## src/rtl/cfe_ram.sv

```systemverilog
// ----------------------------------------------------------------------------
// cfe_ram
// Single-port synchronous RAM with registered read.
// ----------------------------------------------------------------------------
module cfe_ram #(
  parameter int unsigned Width = 8,
  parameter int unsigned Depth = 16
) (
  input  logic                     clk_i,
  input  logic                     we_i,
  input  logic [$clog2(Depth)-1:0] addr_i,
  input  logic [Width-1:0]         wdata_i,
  output logic [Width-1:0]         rdata_o
);
  logic [Width-1:0] mem_q [Depth];

  always_ff @(posedge clk_i) begin
    if (we_i) begin
      mem_q[addr_i] <= wdata_i;
    end
    rdata_o <= mem_q[addr_i];
  end
endmodule

```

## config.mk

```make
export PLATFORM = sky130hd
export DESIGN_NAME = cfe_ram
export DESIGN_NICKNAME = d
export VERILOG_FILES = /design/src/rtl/cfe_ram.sv
export SDC_FILE = /design/constraint.sdc
export NUM_CORES = 1
export LEC_CHECK = 0
export BUFFER_PORTS_ARGS = -buffer_cell sky130_fd_sc_hd__clkbuf_2
export CORE_ASPECT_RATIO = 0.9
export CORE_UTILIZATION = 60
export DETAILED_ROUTE_END_ITERATION = 10
export GPL_TIMING_DRIVEN = 0
export PLACE_DENSITY = 0.74
export SLEW_MARGIN = 30
export SYNTH_ARGS = -nofsm -noshare
export SYNTH_HDL_FRONTEND = slang
export SYNTH_SLANG_ARGS = --single-unit
```

## constraint.sdc

```tcl
create_clock -name clk_i -period 1.8 [get_ports clk_i]
set_input_delay 0.09 -clock clk_i [delete_from_list [all_inputs] [get_ports clk_i]]
set_output_delay 0.09 -clock clk_i [all_outputs]
set_load 0.01 [all_outputs]
```

# After elaboration in Yosys (flattened, before gate mapping)
# Memories as Yosys holds them, arrays and structs flattened. A register that Yosys moved wholly into a read port is not among the register bits.
# Cells that the tools add are included.
# totals
register_bits,0
ram_bits,128
mem_count,1
wordCells,3
# classes
mux,2
# mem_list
memory,depth,word_bits,rd,rd_clocked_by_memory_dff,wr,line_no,text
mem_q,16,8,1,1,1,15,logic [Width-1:0] mem_q [Depth];
# ops
cell,count
$mux W1,2

# Longest topological paths before layout
# logic_depth
ltp_word,2
mapped_depth,5
depth_no_buf,3

# Worst setup path after synthesis
# OpenSTA, ideal clock, no wires.
# synth_timing
path_kind,input port to flip-flop
from,in addr_i[2]
to,"mem mem_q[0][0], enable pin"
path_slack_ns,0.217
t_arrival_ns,1.200
stages,2
setup_time_ns,0.383
path_cell_list,or3b_2 -> nor3_1
# synth_lines
element,line_no,text
start: declaration,11,"input logic [$clog2(Depth)-1:0] addr_i,"
end: declaration,15,
# Straight into the memory's write port.

# Worst setup path in the final report
# layout_timing
from,in addr_i[1]
to,"mem mem_q[11][5], enable pin"
# Straight into the memory's write port.

==> reports/metrics.cfg <==
[die]
ioPinCount = 22
die_area_mm2 = 0.00882
core_area_mm2 = 0.00811
start_util_pct = 62.5
die_w_um = 98.9
die_h_um = 89.2
rows = 31

[layout]
nFillCells = 459
multi_input_area_mm2 = 0.00102
drive_gt1_share_pct = 31.4
syn_to_final_growth_pct = 15.5
antenna_cells = 0
final_cell_area_mm2 = 0.00585
layout.nets = 282
regArea_mm2 = 0.00400

[logic_synthesis]
synth_area_leaders = edfxtp_1 (76%), mux4_2 (14%), dfxtp_1 (3.2%), a22oi_1 (2.4%), nor2_1 (0.96%)
synth-edff-count = 128
synth_warnings = 0
synth.avg_cell_area_um2 = 22.0
ys.flop_type = edfxtp_1
synth.distinct_cells = 18
async_flop_share_pct = 0
synth_area_leader_cell = edfxtp_1
syn_inst = 230
yosysMostFrequentCell = edfxtp_1
synth_common_cells = edfxtp_1 (128), mux4_2 (32), a22oi_1 (16)
yosysSeqAreaShare_pct = 79.0
synth_area_mm2 = 0.00507
syn-num-nets = 244
synth_top_cell_area_share_pct = 75.9
ys_seq_elements = 136

[power_and_ir_drop]
swShare_pct = 20.5
pwr-share-comb_pct = 4.7
vdd_drop_max_mv = 0.844
powerDensity_mw_per_mm2 = 1210
pwr-share-clk_pct = 44.9
p_switching_w = 0.00145
p_int_w = 0.00562
leakage_nw = 1.91
pwr-share-seq_pct = 50.3

[min_path]
hp-class = primary input to flip-flop

[global_routing]
grt_pass1_wl_um = 13500
grt_util_all_layers_pct = 23.4
grt_remaining_overflow = 0
grt_pass1_vias = 2236
antenna_found_initial = 0
grt_max_degree = 17

[clock_tree]
hold_buffers = 0
ctsHtreeMaxLevel = 4
cts_buffers = 17
cts_tree = yes
numClockSinks = 136
clk_path_buf_depth = 2
clkTransAtPathRegs_ns = 0.06
cts_setup_buffers = 0
clk_latency_ns = 0.52
postCtsResizedCells = 0
clock-root-buffer = clkbuf_8

[route]
totalWireLength_um = 9080
drtPass1Iterations = 4
drc_errors = 0
initialDrtViolationCount = 219
wl_per_cell_um = 24.0
num_vias = 2303
drtAntennaViolNets = 0
vias_per_cell = 6.08

[placement]
place_ws_ns = -0.345
routabilityCongestion = 0.795
hpwl_um = 5560
numPortBuffers = 19
place_area_mm2 = 0.00531

[timing]
setup_viol = 0
period_share_pct = 93.5
fin_skew_ns = 0.0174
setup_slack_ns = 0.117
hold_viol_final = 0
finalCriticalPeriod_ns = 1.68
holdWs_ns = 0.0316
rsz0062_at_grt = false
tightest_slew_ns = 0.847
slew_headroom_pct = 43.3
max_freq_ghz = 0.594
slew_viol_final = 0

[worst_setup_path]
start_kind = primary input
critPathRequiredTime_ns = 1.93
crit_fanout = 10
crit_path_end_kind = flip-flop
worstPathArrival_ns = 1.81
critPathKind = primary input to flip-flop

[run_status]
status = completed

[job]
cap_violations = 0

## logic make-up after synthesis
kind of cell    Yosys count  synth area share [%]
buf+inv                  11                  1.19
mux                      32                  14.2
simple gates             35                  3.21
flops                   136                  79.0
compound gates           16                  2.37
## power groups by stage
stage / Sequential, W / Clock (W) / Combinational [W]
global placement: 0.00362 / 0 / 0.000328
floorplan: 0.00363 / 0 / 0.000182
global route: 0.00356 / 0.00333 / 0.000362
detailed placement: 0.00362 / 0 / 0.000335
CTS: 0.00356 / 0.00321 / 0.000338
finish: 0.00356 / 0.00318 / 0.000336
## metal layers
metal | up-vias | global-route usage, % | part of all wire [%] | wire length [µm]
met4 | 0 | 10.0 | 1.6 | 146
met1 | 1185 | 33.8 | 45 | 4070
li1 | 1038 | - | - | -
met5 | - | 0 | 0 | 0
met3 | 8 | 6.80 | 6.4 | 585
met2 | 72 | 34.2 | 47 | 4280
## cell type report
cell class | instances | share of cell area [%]
buffer | 11 | 1.03
clock buffer | 18 | 7.14
clock inverter | 13 | 2.22
multi-input combinational | 83 | 17.5
sequential | 136 | 68.4
tap | 99 | 2.12
timing repair buffer | 19 | 1.62
## layout by cell type (no fill, tap or decap), types with 3 or more instances in the layout
cell	synthesis	layout
edfxtp_1	128	128
mux4_2	32	32
clkbuf_2	1	20
a22oi_1	16	16
clkbuf_16	0	16
nor2_1	13	13
nand2_1	9	9
dfxtp_1	8	8
buf_1	4	4
nor3_2	0	4
clkbuf_1	2	3
clkinvlp_4	0	3
clkinv_1	0	3
## stage by stage
stage	util (%)	setup TNS, ns	instances	total power, W
3_5_place_dp	65.5	-25.27	348	0.00396
6_report	72.2	0	379	0.00707
4_1_cts	72.2	0	379	0.00711
3_3_place_gp	65.2	-24.43	348	0.00395
2_1_floorplan	-	0	230	0.00381
5_1_grt	72.2	0	379	0.00726
## critical path, cell delays in order
cell and delay, ns:
buf_2 0.25, buf_1 0.53, nand2_1 0.25, nor2_1 0.70
## state kept, by name, indices dropped and copies added (netlist names)
register	cells
mem_q	128
rdata_o	8
## final timing paths
path | end | slack [ns] | cells past startpoint | startpoint
setup / recovery | mem_q[11][5]$_DFFE_PP_ | 0.12 | 4 | addr_i[1]
hold / removal | mem_q[3][7]$_DFFE_PP_ | 0.03 | 1 | wdata_i[7]
setup reg to reg | rdata_o[4]$_DFF_P_ | 0.41 | 3 | mem_q[2][4]$_DFFE_PP_
hold reg to reg | rdata_o[0]$_DFF_P_ | 0.70 | 3 | mem_q[2][0]$_DFFE_PP_
Note: power is estimated with default switching activity, not from simulation.
