===== src/rtl/cfe_pkg.sv =====
// ----------------------------------------------------------------------------
// cfe_pkg
// Types and constants shared by the cuckoo filter engine.
// ----------------------------------------------------------------------------
package cfe_pkg;

  localparam int unsigned Buckets        = 1024;
  localparam int unsigned SlotsPerBucket = 4;
  localparam int unsigned FpBits         = 16;
  localparam int unsigned BucketW        = $clog2(Buckets);
  localparam int unsigned SlotW          = (SlotsPerBucket > 1) ? $clog2(SlotsPerBucket) : 1;
  localparam int unsigned SlotSelW       = $clog2(SlotsPerBucket + 1);
  localparam int unsigned TableDepth     = Buckets * SlotsPerBucket;
  localparam int unsigned AddrW          = $clog2(TableDepth);
  localparam int unsigned LineW          = FpBits * SlotsPerBucket;

  localparam logic [31:0] LfsrMask = 32'h8020_0003;
  localparam logic [31:0] MurC1    = 32'hcc9e_2d51;
  localparam logic [31:0] MurC2    = 32'h1b87_3593;
  localparam logic [31:0] MurN     = 32'he654_6b64;
  localparam logic [31:0] MurF1    = 32'h85eb_ca6b;
  localparam logic [31:0] MurF2    = 32'hc2b2_ae35;
  localparam logic [31:0] HashMul  = 32'd900;

  typedef enum logic [1:0] {
    REQ_CONTAINS = 2'd0,
    REQ_ADD      = 2'd1,
    REQ_REMOVE   = 2'd2,
    REQ_SPARE    = 2'd3
  } req_e;

  typedef enum logic [1:0] {
    ST_OK       = 2'd0,
    ST_NOTFOUND = 2'd1,
    ST_FULL     = 2'd2,
    ST_SPARE    = 2'd3
  } status_e;

  typedef enum logic [1:0] {
    CFG_HASH_SEED   = 2'd0,
    CFG_MAX_KICKS   = 2'd1,
    CFG_RANDOM_SEED = 2'd2,
    CFG_SPARE       = 2'd3
  } cfg_e;

  typedef enum logic [3:0] {
    S_CLEAR, S_IDLE, S_HASH, S_RD_HOME, S_RD_ALT, S_DECIDE,
    S_P_HASH, S_P_RDH, S_P_RDA, S_P_DO, S_P_KICK, S_OUT
  } state_e;

  typedef struct packed {
    logic              start;
    logic [FpBits-1:0] fp;
    logic [BucketW-1:0] home;
  } hash_req_t;

  typedef struct packed {
    logic               done;
    logic [BucketW-1:0] alt;
  } hash_rsp_t;

endpackage


===== src/rtl/cfe_hash.sv =====
// ----------------------------------------------------------------------------
// cfe_hash
// Alternate bucket unit: two murmur passes, one multiply per cycle.
// ----------------------------------------------------------------------------
module cfe_hash (
  input  logic               clk_i,
  input  logic               rst_ni,
  input  logic [31:0]        seed_i,
  input  cfe_pkg::hash_req_t req_i,
  output cfe_pkg::hash_rsp_t rsp_o
);
  import cfe_pkg::*;

  logic [3:0]         step_q, step_d;
  logic               busy_q, busy_d;
  logic [31:0]        k_q, k_d, h_q, h_d, a_q, a_d;
  logic [31:0]        key_q, key_d;
  logic [BucketW-1:0] home_q, home_d;
  logic               pass_q, pass_d;
  logic [31:0]        mul_a, mul_b, prod, hv;

  assign prod = mul_a * mul_b;
  assign hv   = a_q + prod;

  always_comb begin
    mul_a = k_q;
    mul_b = MurC1;
    case (step_q)
      4'd0: begin mul_a = key_q; mul_b = MurC1; end
      4'd1: begin mul_a = {k_q[16:0], k_q[31:17]}; mul_b = MurC2; end
      4'd2: begin mul_a = {h_q[18:0], h_q[31:19]}; mul_b = 32'd5; end
      4'd3: begin mul_a = h_q ^ (h_q >> 16); mul_b = MurF1; end
      4'd4: begin mul_a = h_q ^ (h_q >> 13); mul_b = MurF2; end
      4'd6: begin mul_a = h_q; mul_b = HashMul; end
      default: begin mul_a = k_q; mul_b = MurC1; end
    endcase
  end

  always_comb begin
    step_d = step_q;
    busy_d = busy_q;
    k_d    = k_q;
    h_d    = h_q;
    a_d    = a_q;
    key_d  = key_q;
    home_d = home_q;
    pass_d = pass_q;
    rsp_o.done = 1'b0;
    rsp_o.alt  = home_q ^ hv[BucketW-1:0];
    if (req_i.start) begin
      busy_d = 1'b1;
      step_d = 4'd0;
      key_d  = 32'(req_i.fp);
      home_d = req_i.home;
      h_d    = seed_i;
      pass_d = 1'b0;
    end else if (busy_q) begin
      step_d = step_q + 4'd1;
      case (step_q)
        4'd0: k_d = prod;
        4'd1: h_d = h_q ^ prod;
        4'd2: h_d = (prod + MurN) ^ 32'd4;
        4'd3: h_d = prod;
        4'd4: h_d = prod ^ (prod >> 16);
        4'd5: begin
          if (!pass_q) begin
            a_d    = h_q;
            pass_d = 1'b1;
            step_d = 4'd0;
          end else begin
            step_d = 4'd6;
          end
        end
        4'd6: begin
          rsp_o.done = 1'b1;
          busy_d     = 1'b0;
          step_d     = 4'd0;
        end
        default: step_d = 4'd0;
      endcase
    end
  end

  always_ff @(posedge clk_i or negedge rst_ni) begin
    if (!rst_ni) begin
      step_q <= 4'd0;
      busy_q <= 1'b0;
    end else begin
      step_q <= step_d;
      busy_q <= busy_d;
    end
  end

  always_ff @(posedge clk_i) begin
    k_q    <= k_d;
    h_q    <= h_d;
    a_q    <= a_d;
    key_q  <= key_d;
    home_q <= home_d;
    pass_q <= pass_d;
  end
endmodule


===== config.mk =====
export PLATFORM = sky130hd
export DESIGN_NAME = cfe_hash
export DESIGN_NICKNAME = d
export VERILOG_FILES = /design/src/rtl/cfe_pkg.sv /design/src/rtl/cfe_hash.sv
export SDC_FILE = /design/constraint.sdc
export NUM_CORES = 1
export LEC_CHECK = 0
export BUFFER_PORTS_ARGS = -buffer_cell sky130_fd_sc_hd__buf_4
export CAP_MARGIN = 40
export CORE_UTILIZATION = 40
export DETAILED_ROUTE_END_ITERATION = 8
export GPL_ROUTABILITY_DRIVEN = 0
export PLACE_DENSITY_LB_ADDON = 0.08
export SETUP_SLACK_MARGIN = 0.05
export SYNTH_ARGS = -nofsm -noshare
export SYNTH_HDL_FRONTEND = slang
export SYNTH_SLANG_ARGS = --single-unit

===== constraint.sdc =====
create_clock -name clk_i -period 28.1 [get_ports clk_i]
set_input_delay 5.62 -clock clk_i [delete_from_list [all_inputs] [get_ports clk_i]]
set_output_delay 5.62 -clock clk_i [all_outputs]
set_load 0.02 [all_outputs]

# Word-level counts from Yosys, hierarchy flattened
# Index checks and enable logic that the tools add are counted.
# totals
register_bits,106
inputBits,61
output_inout_bits,11
word_cells,49
# classes
addsub,3
n_mul,1
n_eq_ne,6
mux,15
bitwise,8
n_reduce_logical,8
# ops
operator,n
$pmux W32 S6,1
$pmux W32 S5,1
$pmux W32 S4,1
$mux W32,2
$xor A32 B16 Y32,2
$add A32 B32 Y32 const B,1
$mul A32 B32 Y32,1
$xor A32 B19 Y32,1
$xor A32 B32 Y32,1
$eq A4 B3 Y1 const B,3
$add A10 B10 Y10,1
$xor A10 B10 Y10,1
$eq A4 B2 Y1 const B,2
$mux W4,2
$pmux W4 S2,1
$mux W1,6
$reduce_bool A5 Y1,1
$reduce_or A5 Y1,1
$add A4 B1 Y4 const B,1
$eq A4 B1 Y1 const B,1
$logic_not A4 Y1,1
$reduce_and A2 Y1,2
$reduce_and A4 Y1,1
$mux W3,1
3 further kinds,5

# Logic depth before layout (Yosys ltp)
# depth
depth_word,8
mapped_depth,43
ltp_nobuf,39

# Worst setup path before layout
# OpenSTA, ideal clock, no wires.
# synth_timing
kind,flip-flop to output port
start,register step_q[0]
end,output rsp_o[9] (netlist name)
t_arrival_ns,7.517
required_ns,22.480
setup_slack_ns,14.963
path_stages_with_launch,32
path_buffers,6
path_cell_list,dfrtp_1 -> inv_1 -> ha_1 -> buf_2 -> nor2_1 -> o22a_1 -> buf_2 -> buf_2 -> buf_2 -> buf_2 -> buf_1 -> a221oi_1 -> nor2_1 -> ha_1 -> a21o_1 -> fa_1 -> inv_1 -> fa_1 -> inv_1 -> fa_1 -> ha_1 -> ha_1 -> inv_1 -> fa_1 -> fa_1 -> inv_1 -> ha_1 -> a21boi_0 -> or2_2 -> clkinv_1 -> xnor2_1 -> xnor2_1
# synth_lines
element,line_no,source
start: declaration,cfe_hash.sv:14,"logic [3:0] step_q, step_d;"
start signal: assignment,cfe_hash.sv:89,step_q <= step_d;
end: declaration,cfe_hash.sv:10,output cfe_pkg::hash_rsp_t rsp_o

==> reports/qor.yml <==
logic_synthesis:
  netlist_area_um2: 22500
  yosysWarnings: 0
  yosysSeqAreaShare: 0.1399
  synthCells: 2494
  synth_area_per_cell_um2: 9.022
  async_flop_share: 0.04717
  synth-edff-count: 100
  ys_seq_elements: 106
  synthFlopType: "edfxtp_1"
  synth_cell_type_count: 80
  syn-num-nets: 3099
sta:
  rsz0062_at_grt: "no"
  period_needed_ns: 15.23
  setup_viol: 0
  tightest_slew_ns: 1.034
  relSlewSlack: 0.3109
  fin_skew_ns: 0.02045
  hold_viol: 0
  setup_slack_ns: 12.87
  fmaxAchievable_mhz: 65.64
  slew_violations: 0
  finalSetupTns_ns: 0
  period_share: 0.5421
worst_setup_path:
  cp.arrival_ns: 9.61
  startpoint_type: "flip-flop"
  cp_num_cells: 26
  crit_slowest_cell: "dfrtp_1"
  crit_top_cell: "fa_1"
  r2r_cells: 31
  criticalPathCategory: "reg2out"
  crit_buf_inv: 7
  cp.required_ns: 22.48
  crit_family: "adder cells"
  worstSetupEndpointType: "primary output"
  crit_fanout: 29
  worst_path_largest_cell_delay_ns: 0.97
clock_tree:
  cts_root_buf: "clkbuf_16"
  worstSkewPairLatency_ns: 0.39
  clockBufferDepth: 2
  path_clk_slew_ns: 0.06
  post-cts-setup-buffers: 0
  cts_hold_buf: 0
  cts_resized: 0
  cts_tree: "built"
  clock-sinks: 106
  cts_made_buffers: 9
  htreeDepth: 3
floorplan:
  dieArea_um2: 57200
  core-area_um2: 55310
  die_w_um: 239.2
  num_rows: 86
  chipHeight_um: 239.2
  start_util: 0.4068
  pin_count: 72
detailed_routing:
  vias: 18650
  first_pass_iters: 7
  ant_nets: 0
  drt-total-wl_mm: 85.51
  post_drt_wl_per_cell_um: 26.11
  via_per_inst: 5.694
  drc: 0
  first_iter_violations: 2352
grt:
  antenna_found_initial: 0
  grt.total_usage: 0.3053
  grt_max_degree: 81
  grt_pass1_wl_mm: 125.6
  overflow: 0
  grt_pass1_vias: 18840
cells_and_area:
  nFillCells: 5541
  finalInstanceArea_um2: 24330
  final_nets: 3127
  layout_commonest_cell: "inv_1"
  syn2layout_area_growth_pct: 8.152
  drive_above_1_share: 0.08274
  mostFrequentLayoutCells: "inv_1, fa_1, nor2_1, nand2_1, ha_1"
worst_hold_path:
  hp-class: "reg2reg"
  holdPathStages: 1
placed_design:
  pre_cts_slack_ns: 13.50
  portBuffers: 71
  place_area_um2: 24050
  hpwl_mm: 70.72
outcome:
  status: "complete, no violations"
job:
  cap_violations: 0
[synth_stat cells (9+ instances only)]
master | instances | share of area
nor2_1 | 244 | 0.041
a22oi_1 | 29 | 0.0097
ha_1 | 146 | 0.081
buf_1 | 9 | 0.0015
a21o_1 | 34 | 0.011
o21ai_0 | 87 | 0.019
or2_2 | 19 | 0.0053
xor2_1 | 31 | 0.012
mux2_2 | 12 | 0.0060
nand3_1 | 18 | 0.0040
fa_1 | 398 | 0.35
a211oi_1 | 11 | 0.0037
nand2b_1 | 25 | 0.0070
o221ai_1 | 11 | 0.0043
a221oi_1 | 26 | 0.010
clkbuf_1 | 94 | 0.016
a21oi_1 | 82 | 0.018
nor2b_1 | 14 | 0.0039
and2_1 | 14 | 0.0039
inv_1 | 513 | 0.086
o21a_1 | 12 | 0.0040
nor3_1 | 17 | 0.0038
buf_2 | 16 | 0.0036
a221o_1 | 23 | 0.010
edfxtp_1 | 100 | 0.13
o211ai_1 | 10 | 0.0033
xnor2_1 | 90 | 0.035
nand2_1 | 239 | 0.040
and3_1 | 13 | 0.0036
a31oi_1 | 18 | 0.0050
[sequential cells by signal, indices dropped and copies added (netlist names)]
signal and count:
busy_q 1, key_q 16, step_q 4, home_q 10, pass_q 1, a_q 10, h_q 32, k_q 32
[cells by family (layout without fill, tap and decap cells)]
logic type               after synthesis  after routing  share of synthesized area
other                                  0              1                          0
AO/OA/AOI/OAI                        431            431                     0.1346
XOR/XNOR                             126            126                    0.05183
AND/OR/NAND/NOR                      630            630                     0.1213
flip-flops                           106            106                     0.1399
multiplexers                          19             19                   0.009120
adder cells (fa/ha/maj)              544            544                     0.4353
buffers and inverters                638            670                     0.1080
[metrics by stage]
| stage | hold WS (ns) | cells | utilization |
|---|---|---|---|
| floorplan | 0.4861 | 2494 | - |
| global placement | 0.5230 | 3251 | 0.4336 |
| detailed placement | 0.5137 | 3259 | 0.4348 |
| CTS | 0.5288 | 3274 | 0.4399 |
| global route | 0.5475 | 3274 | 0.4399 |
| finish | 0.5284 | 3275 | 0.4400 |
[metal layers]
layer,global-route usage,routed length [µm]
met1,0.4213,35880
met2,0.4744,38150
met3,0.05359,7456
met4,0.1232,4019
met5,0,0
[final timing paths]
check / endpoint / slack [ns] / from
min in group asynchronous: step_q[3] / 5.02 / rst_ni
min: busy_q / 0.53 / busy_q
max: rsp_o[9] / 12.87 / step_q[2]
max in group asynchronous: step_q[2] / 22.96 / rst_ni
max reg2reg: h_q[29] / 15.97 / step_q[2]
min reg2reg: busy_q / 0.53 / busy_q
[cell type report]
class                      count  area, µm²  area share
antenna                        1      2.502   0.0001028
clock buffer                   9      225.2    0.009255
clock inverter                 6      61.31    0.002519
inverter                     517       1941     0.07975
multi-input combinational   1750      16980      0.6978
sequential                   106       3148      0.1294
tap                          748      935.9     0.03846
timing repair buffer         138       1041     0.04278
Power is not shown: default switching activity piles up to over one toggle a cycle in this logic, so the estimate is an artifact.
